--- src/rtl/pce_pkg.sv ---
`timescale 1ns / 1ps
`default_nettype none
// ============================================================================
// pce_pkg
// Shared constants, types and helper functions of the punycode hostname encoder.
// ============================================================================
package pce_pkg;

    // Field widths.
    localparam int CP_W   = 21;
    localparam int CH_W   = 7;
    localparam int DATA_W = 32;

    // Label storage default depth.
    localparam int MAX_LABEL_CHARS_DEF = 64;

    // Encoded label buffer: at most 63 characters per label.
    localparam int ENC_MAX   = 63;
    localparam int ENC_DEPTH = 64;
    localparam int ENC_AW    = 6;

    // Punycode parameters.
    localparam int PC_BASE  = 36;
    localparam int PC_TMIN  = 1;
    localparam int PC_TMAX  = 26;
    localparam int PC_SKEW  = 38;
    localparam int PC_DAMP  = 700;
    localparam int PC_BIAS0 = 72;
    localparam int PC_N0    = 128;
    localparam int PC_BLIM  = ((PC_BASE - PC_TMIN) * PC_TMAX) / 2;

    // Characters.
    localparam logic [CH_W-1:0] CH_DOT  = 7'h2E;
    localparam logic [CH_W-1:0] CH_DASH = 7'h2D;
    localparam logic [CH_W-1:0] CH_X    = 7'h78;
    localparam logic [CH_W-1:0] CH_N    = 7'h6E;
    localparam logic [CH_W-1:0] CH_A    = 7'h61;
    localparam logic [CH_W-1:0] CH_ZERO = 7'h30;
    localparam logic [CP_W-1:0] CP_DOT  = 21'h2E;

    // Divider request and response.
    typedef struct packed {
        logic              start;
        logic [DATA_W-1:0] dividend;
        logic [DATA_W-1:0] divisor;
    } div_req_t;

    typedef struct packed {
        logic              done;
        logic [DATA_W-1:0] quo;
        logic [DATA_W-1:0] rem;
    } div_rsp_t;

    // Map a digit value 0..35 to 'a'..'z', '0'..'9'.
    function automatic logic [CH_W-1:0] digit_char(input logic [5:0] d);
        logic [CH_W-1:0] c;
        if (d < 6'd26)
        begin
            c = CH_A + CH_W'(d);
        end
        else
        begin
            c = CH_ZERO + CH_W'(d - 6'd26);
        end
        return c;
    endfunction

    // Characters of the "xn--" prefix.
    function automatic logic [CH_W-1:0] hdr_char(input logic [1:0] i);
        logic [CH_W-1:0] c;
        unique case (i)
            2'd0: c = CH_X;
            2'd1: c = CH_N;
            default: c = CH_DASH;
        endcase
        return c;
    endfunction

endpackage
`default_nettype wire

--- src/rtl/pce_div.sv ---
`timescale 1ns / 1ps
`default_nettype none
// ============================================================================
// pce_div
// Restoring divider, one quotient bit per cycle, shared by the encoder.
// ============================================================================
module pce_div
    import pce_pkg::*;
(
    input  wire logic     clk,
    input  wire logic     rst_n,
    input  wire div_req_t req,
    output div_rsp_t      rsp
);

    localparam int CNT_W = $clog2(DATA_W + 1);

    logic              busy_reg, busy_next;
    logic              done_reg, done_next;
    logic [CNT_W-1:0]  cnt_reg, cnt_next;
    logic [DATA_W-1:0] quo_reg, quo_next;
    logic [DATA_W-1:0] rem_reg, rem_next;
    logic [DATA_W-1:0] dvs_reg, dvs_next;
    logic [DATA_W:0]   trial;

    // One shift-subtract step per cycle.
    always_comb
    begin
        busy_next = busy_reg;
        done_next = 1'b0;
        cnt_next  = cnt_reg;
        quo_next  = quo_reg;
        rem_next  = rem_reg;
        dvs_next  = dvs_reg;
        trial     = {rem_reg, quo_reg[DATA_W-1]};
        if (req.start)
        begin
            busy_next = 1'b1;
            cnt_next  = CNT_W'(DATA_W);
            quo_next  = req.dividend;
            rem_next  = '0;
            dvs_next  = req.divisor;
        end
        else if (busy_reg)
        begin
            if (trial >= {1'b0, dvs_reg})
            begin
                rem_next = DATA_W'(trial - {1'b0, dvs_reg});
                quo_next = {quo_reg[DATA_W-2:0], 1'b1};
            end
            else
            begin
                rem_next = trial[DATA_W-1:0];
                quo_next = {quo_reg[DATA_W-2:0], 1'b0};
            end
            cnt_next = cnt_reg - 1'b1;
            if (cnt_reg == CNT_W'(1))
            begin
                busy_next = 1'b0;
                done_next = 1'b1;
            end
        end
    end

    always_ff @(posedge clk or negedge rst_n)
    begin
        if (!rst_n)
        begin
            busy_reg <= 1'b0;
            done_reg <= 1'b0;
            cnt_reg  <= '0;
            quo_reg  <= '0;
            rem_reg  <= '0;
            dvs_reg  <= '0;
        end
        else
        begin
            busy_reg <= busy_next;
            done_reg <= done_next;
            cnt_reg  <= cnt_next;
            quo_reg  <= quo_next;
            rem_reg  <= rem_next;
            dvs_reg  <= dvs_next;
        end
    end

    assign rsp.done = done_reg;
    assign rsp.quo  = quo_reg;
    assign rsp.rem  = rem_reg;

`ifndef SYNTHESIS
    // A new division is never requested while one is in progress.
    a_no_restart: assert property (@(posedge clk) disable iff (!rst_n)
        busy_reg |-> !req.start)
        else $error("divider restarted while busy");

    // The result is announced exactly once, right after the last step.
    a_done_end: assert property (@(posedge clk) disable iff (!rst_n)
        done_reg |-> !busy_reg && $past(busy_reg))
        else $error("divider done without a finished division");

    // A division takes its full number of steps.
    a_busy_len: assert property (@(posedge clk) disable iff (!rst_n)
        $rose(busy_reg) |-> cnt_reg == CNT_W'(DATA_W))
        else $error("divider started with a wrong step count");
`endif

endmodule
`default_nettype wire

--- config.mk ---
export PLATFORM = sky130hd
export DESIGN_NAME = pce_div
export DESIGN_NICKNAME = d
export VERILOG_FILES = /design/src/rtl/pce_pkg.sv /design/src/rtl/pce_div.sv
export SDC_FILE = /design/constraint.sdc
export NUM_CORES = 1
export LEC_CHECK = 0
export BUFFER_PORTS_ARGS = -buffer_cell sky130_fd_sc_hd__buf_4
export CAP_MARGIN = 30
export CELL_PAD_IN_SITES_DETAIL_PLACEMENT = 1
export CELL_PAD_IN_SITES_GLOBAL_PLACEMENT = 1
export CORE_UTILIZATION = 45
export DETAILED_ROUTE_END_ITERATION = 8
export PLACE_DENSITY = 0.9
export SETUP_SLACK_MARGIN = 0.3
export SLEW_MARGIN = 20
export SYNTH_ARGS = -nofsm -noshare
export SYNTH_HDL_FRONTEND = slang
export SYNTH_SLANG_ARGS = --single-unit
--- constraint.sdc ---
create_clock -name clk -period 5.79 [get_ports clk]
set_clock_uncertainty 0.05 [all_clocks]
set_input_delay 0.579 -clock clk [delete_from_list [all_inputs] [get_ports clk]]
set_output_delay 0.579 -clock clk [all_outputs]
set_load 0.02 [all_outputs]
==> results.md <==
* Yosys reg bits at 104
* Main synth FF type: dfrtp_1
* Worst hold path type: in2async
* Sequential share of the synthesized area at 40.5%
* Clk buf depth at 2
* Wire length per cell at 17.7 um
* Hold-fix buffers, CTS at 0
* Die area at 14,800 sq um
* Outcome: complete, no violations
* CP Data Required Time at 6.00 ns
* Synthesized cell area at 6430 sq um
* Final setup TNS at 0 ns
* NetSw at 0.00150 W
* Mapped Cells at 750
* Clk pwr share at 19.7%
* Avg Inst Size Synth at 8.57 sq um
* Syn nets at 852
* VDD IR max at 209 uV
* Die Y at 122 um
* Initial antenna violation count at 0
* Tcrit/Tclk final at 69.8%
* Reg-to-Reg End: rem_reg[1]
* Synth cell count leaders: 137 x nand2_1, 104 x dfrtp_1, 77 x o21ai_0
* GPL Wtd Cong at 0.871
* Max cap viols at 0
* Critical Path, Cell by Cell: ha_1 -> a21o_1 -> a21oi_1 -> a21oi_1 -> a211oi_2 -> o21ai_2 -> a41oi_1 -> o21a_1 -> buf_4 -> mux2_2 -> a211oi_1
* CTS Sinks at 104
* GRT Overall Usage at 25.9%
* Row count at 43
* R2R cell count at 11
* Core Util, Final at 56.1%
* Clock Pin Slew Worst Setup and Hold Paths at 0.08 ns
* Area share of the largest cell type after synthesis at 40.5%
* Initial core utilization at 46.1%
* First-pass GRT wire length at 30,300 um
* Max frequency at 247 MHz
* Critical path buffers and inverters at 1
* Cell taking the most area after synthesis: dfrtp_1
* Port Buffers at 131
* Most frequent cell after synthesis: nand2_1
* Final setup violating endpoints at 0
* Crit-path slowest cell: o21a_1
* EDFF count, synth at 0
* Register share of total power at 29.2%
* Fin. max-slew vios at 0
* RSZ-0062 raised after global routing: no
* Pwr/cell area at 444 nW/um^2
* Worst r2r src: rem_reg[2]
* Detail Placement HPWL at 13,100 um
* Fin crit period at 4.04 ns
* Cell family with most CP delay: compound AO/OA/AOI/OAI gates
* Clock Latency Late Sink at 0.36 ns
* FFs w/ async S/R, synth at 100%
* Final antenna diode count at 0
* Fin nets at 951
* Share of cells above drive strength 1 at 19.3%
* Via Count at 5,838
* Comb power frac at 51.1%
* Fill cells at 1,657
* DRT iter0 DRCs at 269
* Number of global-route vias before repair at 6,186
* Lkg Pwr at 3.92 nW
* Routed Wire Length at 18,300 um
* Largest cells by area after synthesis: dfrtp_1 40%, nand2_1 8.0%, ha_1 6.6%
* Tightest Pin Transition at 0.817 ns
* Crit-path max FO at 20
* GRT overflow at 0
* Relative slew slack at 45.5%
* Vias per inst at 5.65
* WS Path Type: reg2reg
* Final hold slack at 0.253 ns
* Sw Ratio at 43.1%
* CTS tree: yes
* Startpoint types: flip-flop
* Core area at 13,900 sq um
* Cell variety after synth at 57
* Clock root buffer: clkbuf_16
* Final ANT Viol Nets at 0
* Crit. End Element: flip-flop
* Arrival time at the worst endpoint at 4.25 ns
* H-tree levels at 3
* Pin count of the biggest net entering global routing at 92
* Cell-internal power at 0.00197 W
* Post-CTS setup buffers at 0
* I/O pin count at 132
* CTS Buf Count at 9
* R2R setup slack at 1.75 ns
* P&R area growth vs syn at 21.5%
* Critical path's largest stage delay at 0.60 ns
* Syn. warnings at 0
* Die X at 122 um
* # DRC at 0
* Most used cell along the critical path: a21oi_1
* Post-CTS resize count at 0
* 1st-pass router iterations at 4
* Final Hold Violating Endpoints at 0
==> power groups by stage <==
stage               combinational, W  sequential, W  clock (W)
detailed placement           0.00175        0.00102          0
global placement             0.00168        0.00101          0
finish                       0.00177        0.00101   0.000684
floorplan                    0.00111        0.00111          0
global route                 0.00194        0.00104   0.000717
CTS                          0.00177        0.00101   0.000699
==> layout by cell type, fill, tap and decap left out, types with 20 or more instances in the layout <==
cell	instances
buf_4	136
mux2i_1	33
xnor2_1	20
nand2_1	137
ha_1	34
a21oi_1	35
a311oi_1	28
inv_1	42
nor2_1	64
dfrtp_1	103
o21ai_0	77
==> metrics by stage <==
step           area (sq um)  setup WS, ns  std cells  power [W]
6_report               7810          1.75       1034    0.00347
5_1_grt                7810          1.54       1034    0.00370
4_1_cts                7810          1.74       1034    0.00349
3_3_place_gp           7480          1.93       1018    0.00269
3_5_place_dp           7480          1.78       1018    0.00278
2_1_floorplan          6430          2.73        750    0.00222
==> cell type report <==
type	count	area [sq um]	share of cell area, %
Tap cell	180	225	2.88
Sequential cell	104	2610	33.4
Clock inverter	6	90.1	1.15
Inverter	42	158	2.02
Clock buffer	10	239	3.06
Timing Repair Buffer	136	1020	13.1
Multi-Input combinational cell	556	3470	44.4
==> metal layers <==
metal,part of all wire [%],track usage [%]
met5,0,0
met4,2.1,9.41
met3,4.7,5.26
met2,51,45.5
met1,42,31.1
==> worst max path at each step <==
stage	from	end	cells past startpoint
after floorplan	rem_reg[14]	rem_reg[10]	12
after global placement	rem_reg[2]	rem_reg[1]	11
after detailed placement	rem_reg[2]	rem_reg[1]	11
after CTS	rem_reg[2]	rem_reg[1]	11
after global routing	rem_reg[2]	rem_reg[1]	11
final	rem_reg[2]	rem_reg[1]	11
==> cells by family after synthesis <==
family                   synth area share [%]
multiplexers                             5.66
AO/OA/AOI/OAI                            20.2
XOR/XNOR                                 3.81
adder cells (fa/ha/maj)                  6.93
flip-flops                               40.5
AND/OR/NAND/NOR                          17.4
buffers and inverters                    5.57
(Power assumes the default switching activity.)
