[src/rtl/pce_ram.sv]
`timescale 1ns / 1ps
`default_nettype none
// ============================================================================
// pce_ram
// Generic single-write, single-read synchronous RAM with registered read data.
// ============================================================================
module pce_ram #(
    parameter int WIDTH = 8,
    parameter int DEPTH = 64,
    parameter int AW    = (DEPTH > 1) ? $clog2(DEPTH) : 1
) (
    input  wire logic             clk,
    input  wire logic             we,
    input  wire logic [AW-1:0]    waddr,
    input  wire logic [WIDTH-1:0] wdata,
    input  wire logic             re,
    input  wire logic [AW-1:0]    raddr,
    output logic      [WIDTH-1:0] rdata
);

    logic [WIDTH-1:0] mem [DEPTH];

    // Write port.
    always_ff @(posedge clk)
    begin
        if (we)
        begin
            mem[waddr] <= wdata;
        end
    end

    // Read port; data holds when no read is issued.
    always_ff @(posedge clk)
    begin
        if (re)
        begin
            rdata <= mem[raddr];
        end
    end

endmodule
`default_nettype wire

[config.mk]
export PLATFORM = sky130hd
export DESIGN_NAME = pce_ram
export DESIGN_NICKNAME = d
export VERILOG_FILES = /design/src/rtl/pce_ram.sv
export SDC_FILE = /design/constraint.sdc
export NUM_CORES = 1
export LEC_CHECK = 0
export BUFFER_PORTS_ARGS = -buffer_cell sky130_fd_sc_hd__buf_2
export CELL_PAD_IN_SITES_DETAIL_PLACEMENT = 0
export CELL_PAD_IN_SITES_GLOBAL_PLACEMENT = 1
export CORE_MARGIN = 5
export CORE_UTILIZATION = 50
export DETAILED_ROUTE_END_ITERATION = 8
export PLACE_DENSITY_LB_ADDON = 0.1
export RECOVER_POWER = 50
export SETUP_SLACK_MARGIN = 0.4
export SLEW_MARGIN = 20
export SYNTH_ARGS = -nofsm -noshare
export SYNTH_HDL_FRONTEND = slang
export SYNTH_SLANG_ARGS = --single-unit
[constraint.sdc]
create_clock -name clk -period 1.85 [get_ports clk]
set_input_delay 0.0925 -clock clk [delete_from_list [all_inputs] [get_ports clk]]
set_output_delay 0.0925 -clock clk [all_outputs]
set_load 0.005 [all_outputs]
==> results of run 1 <==
-- through the flow --
| step | power, uW | hold WS (ns) | utilization [%] |
|---|---|---|---|
| global placement | 14700 | 0.478 | 55.8 |
| global route | 25200 | 0.0913 | 59.7 |
| CTS | 24600 | 0.000815 | 59.9 |
| floorplan | 14100 | 0.191 | - |
| finish | 24400 | 0.0854 | 59.7 |
| detailed placement | 14800 | 0.474 | 55.8 |
-- registers in the layout (all words and copies together), names as in the netlist --
register and count:
mem 512, rdata 8
-- cell type report --
type / count / area, um^2 / area share (%)
sequential: 520 / 15600 / 65.5
multi-input combinational: 369 / 4610 / 19.4
timing repair buffer: 180 / 1390 / 5.83
clock buffer: 61 / 1360 / 5.69
tap: 525 / 657 / 2.75
clock inverter: 26 / 214 / 0.897
-- worst min-delay path by stage --
stage	endpoint	start	slack, ns
after floorplan	mem[0][0]$_DFFE_PP_	wdata[0]	0.19
after global placement	rdata[5]$_DFFE_PP_	re	0.48
after detailed placement	rdata[5]$_DFFE_PP_	re	0.47
after CTS	mem[14][5]$_DFFE_PP_	wdata[5]	0.0008
after global routing	rdata[0]$_DFFE_PP_	raddr[5]	0.09
final	rdata[0]$_DFFE_PP_	raddr[5]	0.09
-- kinds of logic after synthesis --
kind of cell | count (synthesis) | share of synthesized area, %
multiplexers | 162 | 15.9
AND/OR/NAND/NOR | 153 | 3.37
buffers and inverters | 51 | 1.56
AO/OA/AOI/OAI | 54 | 2.06
flip-flops | 520 | 77.1
-- worst max-delay path, cell delays in order (launching register included) --
cell and delay, ns:
edfxtp_1 0.38, mux4_2 0.51, mux4_2 0.52, o21ai_4 0.19, o41ai_1 0.10
-- power by group through the flow --
stage                     clock (uW)  combinational [uW]  sequential (uW)
final                           9890                1400            13100
after global routing           10600                1490            13100
after CTS                      10100                1440            13100
after detailed placement           0                1410            13300
after global placement             0                1380            13300
after floorplan                    0                 742            13300
-- layer usage --
metal  vias to the layer above  part of all wire (%)  GRT usage, %
met4                         0                   2.2          5.79
met2                       320                    49          35.1
met3                        73                   7.1          4.52
met1                      5304                    42          30.5
li1                       4300                     -             -
met5                         -                     0             0
-- repair_timing --
item,CTS,global route
setup endpoints to repair,8,8
pin swaps,3,0
hold buffers,1,1
resized for setup,19,3
endpoints found under the hold margin,8,3
-- cell usage after synthesis, types with 2 or more instances --
| cell | n |
|---|---|
| o21ai_0 | 2 |
| a221oi_1 | 6 |
| mux4_2 | 126 |
| edfxtp_1 | 520 |
| o221a_2 | 2 |
| nand2_1 | 19 |
| o221ai_1 | 8 |
| clkbuf_1 | 17 |
| nand3_1 | 13 |
| nor4_1 | 2 |
| o22ai_1 | 8 |
| buf_4 | 13 |
| o2bb2ai_1 | 3 |
| nor3_1 | 7 |
| mux2_2 | 13 |
| o21a_1 | 2 |
| nor2_1 | 83 |
| a22oi_1 | 3 |
| buf_1 | 4 |
| o41ai_1 | 2 |
| nand4_1 | 2 |
| nand3b_1 | 3 |
| o32ai_1 | 2 |
| mux2i_1 | 23 |
| buf_12 | 2 |
| buf_2 | 11 |
| o2111ai_1 | 3 |
| a21oi_1 | 3 |
| buf_6 | 4 |
| a211oi_1 | 4 |
| a2111oi_0 | 2 |
| o21ai_1 | 2 |
| nor2b_1 | 14 |
| nand2b_1 | 7 |
==> results.cfg, run 1 <==
[floorplanning]
placementRows = 73
floorplan.die.height_um = 211
fp.dieW_um = 211
die_area_um2 = 44600
floorplan.io_pins = 31
initial_utilization_pct = 50.7
coreArea_um2 = 39900

[placed_design]
gpl.final_weighted_congestion = 0.778
placed_cell_areas_um2 = 22300
post-place-cells = 1592
place_worst_setup_slack_ns = -0.601
dp_hpwl_mm = 30.6
place.port_buffers = 30

[layout]
final_cell_count_without_fillers = 1681
num-fill-cells = 2839
area_grow_syn2layout_pct = 17.8
layout.cell_area.non_filler_um2 = 23800
final_net_count = 1145
drive_gt1_share_pct = 36.7
most_frequent_cells_in_the_layout = 520 x edfxtp_1, 131 x buf_4, 126 x mux4_2
insertedDiodeCount = 0
layout_commonest_cell = edfxtp_1

[setup_path]
endpoint_type_of_the_worst_setup_path = flip-flop
cp-endpoint = rdata[3]$_DFFE_PP_
ff2ff_path_depth = 4
worst-endpoint-arrival_ns = 2.29
cp-startpoint = mem[51][3]$_DFFE_PP_
worst_setup_path_start_kind = flip-flop
regToRegSetupSlack_ns = -0.12
crit_required_ns = 2.17
critical_path_fanouts_max = 1
worstSetupPathType = flip-flop to flip-flop
critical_path.reg2reg.endpoint = rdata[3]$_DFFE_PP_
crit_reg_reg_startpoint = mem[51][3]$_DFFE_PP_

[timing]
maxSlewHeadroom_pct = 1.39
final_max_slew_viol_count = 0
finalSetupTns_ns = -0.641
setup_viol_count_final = 8
layout_min_cycle_time_ns = 1.97
worst_slew_pin_slew_ns = 1.48
fin_skew_ns = 0.0111
final-hold-violation-count = 0
final_min_period_over_clock_period_pct = 106
setup_ws_ns = -0.117
timing.fmax_mhz = 508
rsz_0062_raised_after_global_routing = yes

[route]
detail_route.drc_violations = 0
firstDrtPassIters = 5
number_of_drc_markers_in_iteration_0 = 891
detail_route.vias_per_cell = 5.95
wire_per_inst_um = 28.3
postRouteAntennaNets = 0
drt-total-wl_mm = 47.5
routed-via-count = 9997

[clock_network]
clkSlewWorstSetupHoldPaths_ns = 0.06
cts_tree = built
numClockSinks = 520
numCtsBuffers = 51
clock_insertion_delay_worst_skew_ns = 0.59
h-tree-depth = 2
postCtsSetupBuffers = 0
clock_tree.buffer_depth = 3
cts-root-buf = clkbuf_16

[power_and_ir_drop]
power.static_leakage_uw = 0.00767
power.share.sequential_pct = 53.7
internal_cell_power_uw = 19400
switching_share_pct = 20.6
powerDensity_nw_per_um2 = 1020
worst_ir_drop_vdd_v = 0.000824
switchingPower_uw = 5020
combPwrFrac_pct = 5.7
power.clock.fraction_pct = 40.5

[status]
outcome = complete, but fails checks
violations = setup timing

[logic_synthesis]
synth-seq-area-share_pct = 77.1
synth_seq_cells = 520
yosys.area.top_type_share_pct = 77.1
netlist_area_um2 = 20200
number_of_synthesized_flops_with_an_enable_pin = 520
synthCells = 940
yosys-top-cells-area = edfxtp_1 77%, mux4_2 14%, nor2_1 1.5%, mux2i_1 1.1%, mux2_2 0.72%
synth.avg_cell_area_um2 = 21.5
synthesis.yosys.warnings = 0
synth_largest_area_cell = edfxtp_1
syn_nets = 963
netlist-cell-type-count = 39
asyncSetResetFlopFracSynth_pct = 0
ys.flop_type = edfxtp_1

[global_routing]
grt_pass1_wl_mm = 69.9
first_global_vias = 10500
grt_max_degree = 65
grtUsageTotal_pct = 21.7
grt_remaining_overflow = 0
antenna_found_initial = 0

[hold_path]
min-delay-path-class = input pin to flip-flop
hold-path-cell-count = 3

[flow_run]
max-cap-violations = 0
(Power assumes the default switching activity.)
==> run 2: changes to the inputs <==
--- a/config.mk
+++ b/config.mk
@@ -5,11 +5,12 @@
 export SDC_FILE = /design/constraint.sdc
 export NUM_CORES = 1
 export LEC_CHECK = 0
+export ABC_AREA = 1
 export BUFFER_PORTS_ARGS = -buffer_cell sky130_fd_sc_hd__buf_2
 export CELL_PAD_IN_SITES_DETAIL_PLACEMENT = 0
 export CELL_PAD_IN_SITES_GLOBAL_PLACEMENT = 1
 export CORE_MARGIN = 5
-export CORE_UTILIZATION = 50
+export CORE_UTILIZATION = 46
 export DETAILED_ROUTE_END_ITERATION = 8
 export PLACE_DENSITY_LB_ADDON = 0.1
 export RECOVER_POWER = 50
==> run 2 against run 1 <==
  * Count of clock-buffer cells in the layout grew 3
  * Synthesized cell count grew 92%
  * Register-to-register slack gained 0.57 ns
  * Non-clock buffer count shrank 13
  * Worst setup slack gained 0.47 ns
  * Largest cell class unchanged
  * Combinational power grew 20%
  * Power grew 6.8%
  * The flow finishes with violations (capacitance limit, slew limit)
==> results.cfg, run 2 <==
[timing]
final_min_period_over_clock_period_pct = 80.9
fin_skew_ns = 0.00825
layout_min_cycle_time_ns = 1.50
final-hold-violation-count = 0
worst_slew_pin_slew_ns = 1.69
maxSlewHeadroom_pct = -12.8
timing.fmax_mhz = 668
setup_viol_count_final = 0
finalSetupTns_ns = 0
final_max_slew_viol_count = 353
rsz_0062_raised_after_global_routing = yes

[logic_synthesis]
syn_nets = 1828
ys.flop_type = edfxtp_1
synth.avg_cell_area_um2 = 11.9
yosys-top-cells-area = edfxtp_1 73%, nand2_1 11%, nand3_1 10%, buf_6 1.8%, nor2_1 0.98%
netlist_area_um2 = 21400
synthesis.yosys.warnings = 0
synth_largest_area_cell = edfxtp_1
asyncSetResetFlopFracSynth_pct = 0
netlist-cell-type-count = 15
yosys.area.top_type_share_pct = 72.9
synthCells = 1805
synth_most_common_cell = nand2_1
synth-seq-area-share_pct = 72.9
number_of_synthesized_flops_with_an_enable_pin = 520
synthTopCellsByCount = 648 x nand2_1, 520 x edfxtp_1, 439 x nand3_1
synth_seq_cells = 520

[layout]
area_grow_syn2layout_pct = 16.0
layout_commonest_cell = nand2_1
drive_gt1_share_pct = 14.1
most_frequent_cells_in_the_layout = 648 x nand2_1, 520 x edfxtp_1, 423 x nand3_1
insertedDiodeCount = 0
final_cell_count_without_fillers = 2569
final_net_count = 1939
largest_reg_flops = 512
largest_registers = mem x512, rdata x8
largest-register = mem

[floorplanning]
die_area_um2 = 51000
initial_utilization_pct = 46.3
placementRows = 79
fp.dieW_um = 226
floorplan.io_pins = 31
coreArea_um2 = 46300
floorplan.die.height_um = 226

[setup_path]
path_delay_family = buffers and inverters
worst-endpoint-arrival_ns = 1.80
crit_required_ns = 2.15
worstSetupPathType = input pin to flip-flop
worst_setup_path_start_kind = input pin
critical_path.cell_chain = clkbuf_1 > clkbuf_2
slowest_stage_delay_on_critical_path_ns = 0.99
critical_path_fanouts_max = 26
endpoint_type_of_the_worst_setup_path = flip-flop
critical_path_buf_inv_count = 2
critical_path.slowest_cell = clkbuf_1

[global_routing]
global_route.usage.met2_pct = 37.2
grt_pass1_wl_mm = 86.5
grtUsageTotal_pct = 22.7
grt_max_degree = 78
grt_use_met3_pct = 3.33
grt_util_met1_pct = 31.7
grt_remaining_overflow = 0
most_crowded_layer_after_global_routing = met2
first_global_vias = 13600
antenna_found_initial = 2

[flow_run]
max-cap-violations = 6

[route]
number_of_drc_markers_in_iteration_0 = 1241
detail_route.vias_per_cell = 5.43
firstDrtPassIters = 5
wire_per_inst_um = 22.5
routed-via-count = 13900
postRouteAntennaNets = 0
detail_route.drc_violations = 0
drt-total-wl_mm = 57.7

[clock_network]
cts_tree = built
cts-root-buf = clkbuf_16
clock_tree.buffer_depth = 3
numCtsBuffers = 55
h-tree-depth = 2
clock_insertion_delay_worst_skew_ns = 0.59
numClockSinks = 520
clkSlewWorstSetupHoldPaths_ns = 0.06

[placed_design]
dp_hpwl_mm = 34.1
gpl.final_weighted_congestion = 0.853
post-place-cells = 2464
place.port_buffers = 30

[hold_path]
min-delay-path-class = input pin to flip-flop

[status]
outcome = complete, but fails checks
violations = capacitance limit, slew limit

[power_and_ir_drop]
worst_ir_drop_vdd_v = 0.000757
powerDensity_nw_per_um2 = 1050
power.static_leakage_uw = 0.00911
[run 2: changes by cell type after synthesis, moves of 8 or more]
cell      before  now
nand2_1       19  648
nand3_1       13  439
mux4_2       126    0
buf_6          4   35
nor2_1        83   56
buf_2         11   37
mux2i_1       23    0
nor2b_1       14    0
mux2_2        13    0
inv_1          0   10
o221ai_1       8    0
o22ai_1        8    0
[run 2: cell type report]
| type | instances | area [um^2] |
|---|---|---|
| inverters | 12 | 55.1 |
| clock inverters | 39 | 402 |
| well taps | 607 | 759 |
| flip-flops and latches | 520 | 15600 |
| clock buffers | 64 | 1450 |
| multi-input cells | 1160 | 5130 |
| fillers | 3962 | 21400 |
| repair buffers | 167 | 1440 |
[run 2: what timing repair did]
| item | CTS | global route |
|---|---|---|
| hold buffers | 2 | 0 |
| setup buffers | 0 | 0 |
| hold endpoints to repair | 15 | 0 |
| resized for setup | 0 | 16 |
| endpoints found under the setup margin | 0 | 7 |
[run 2: power breakdown]
group / total (uW) / switching, uW / internal (uW) / leakage, uW
clock network: 11300 / 4430 / 6830 / 0.000912
logic: 1680 / 1210 / 474 / 0.00351
registers: 13100 / 39.2 / 13100 / 0.00469
total: 26100 / 5680 / 20400 / 0.00911
[run 2: final timing paths]
kind	start	to	slack (ns)	depth (start not counted)
hold / removal	waddr[2]	mem[48][3]$_DFFE_PP_	0.13	3
setup reg to reg	mem[27][5]$_DFFE_PP_	rdata[5]$_DFFE_PP_	0.45	8
hold reg to reg	mem[52][3]$_DFFE_PP_	rdata[3]$_DFFE_PP_	0.89	8
setup / recovery	wdata[2]	mem[32][2]$_DFFE_PP_	0.35	2
[run 2: kinds of logic after synthesis]
group         after synthesis  share of synthesized area (%)
flops                     520                           72.9
buf+inv                   125                           4.01
simple gates             1160                           23.1
[run 2: worst reg2reg max path, cell delays in order, from the launching register on]
cell and delay, ns:
edfxtp_1 0.36, nand2_1 0.07, nand3_1 0.08, nand3_1 0.17
nand2_1 0.09, nand2_1 0.06, nand3_1 0.13, nand3_1 0.14
nand2_1 0.06
[run 2: layer usage]
| metal | vias up | routed length [um] |
|---|---|---|
| met2 | 438 | 27500 |
| met3 | 115 | 3430 |
| li1 | 6590 | - |
| met4 | 2 | 1970 |
| met5 | - | 13 |
| met1 | 6795 | 24800 |
[run 2: stage by stage]
stage	total power, uW	area [um^2]	utilization [%]	worst slack, ns	hold WS [ns]
after global placement	15100	23000	49.7	0.0191	0.475
after global routing	26900	24900	53.7	0.301	0.127
after detailed placement	15100	23000	49.7	0.0136	0.476
after CTS	26300	24900	53.8	0.401	0.000940
after floorplan	14300	21500	-	0.204	0.191
final	26100	24900	53.7	0.354	0.133
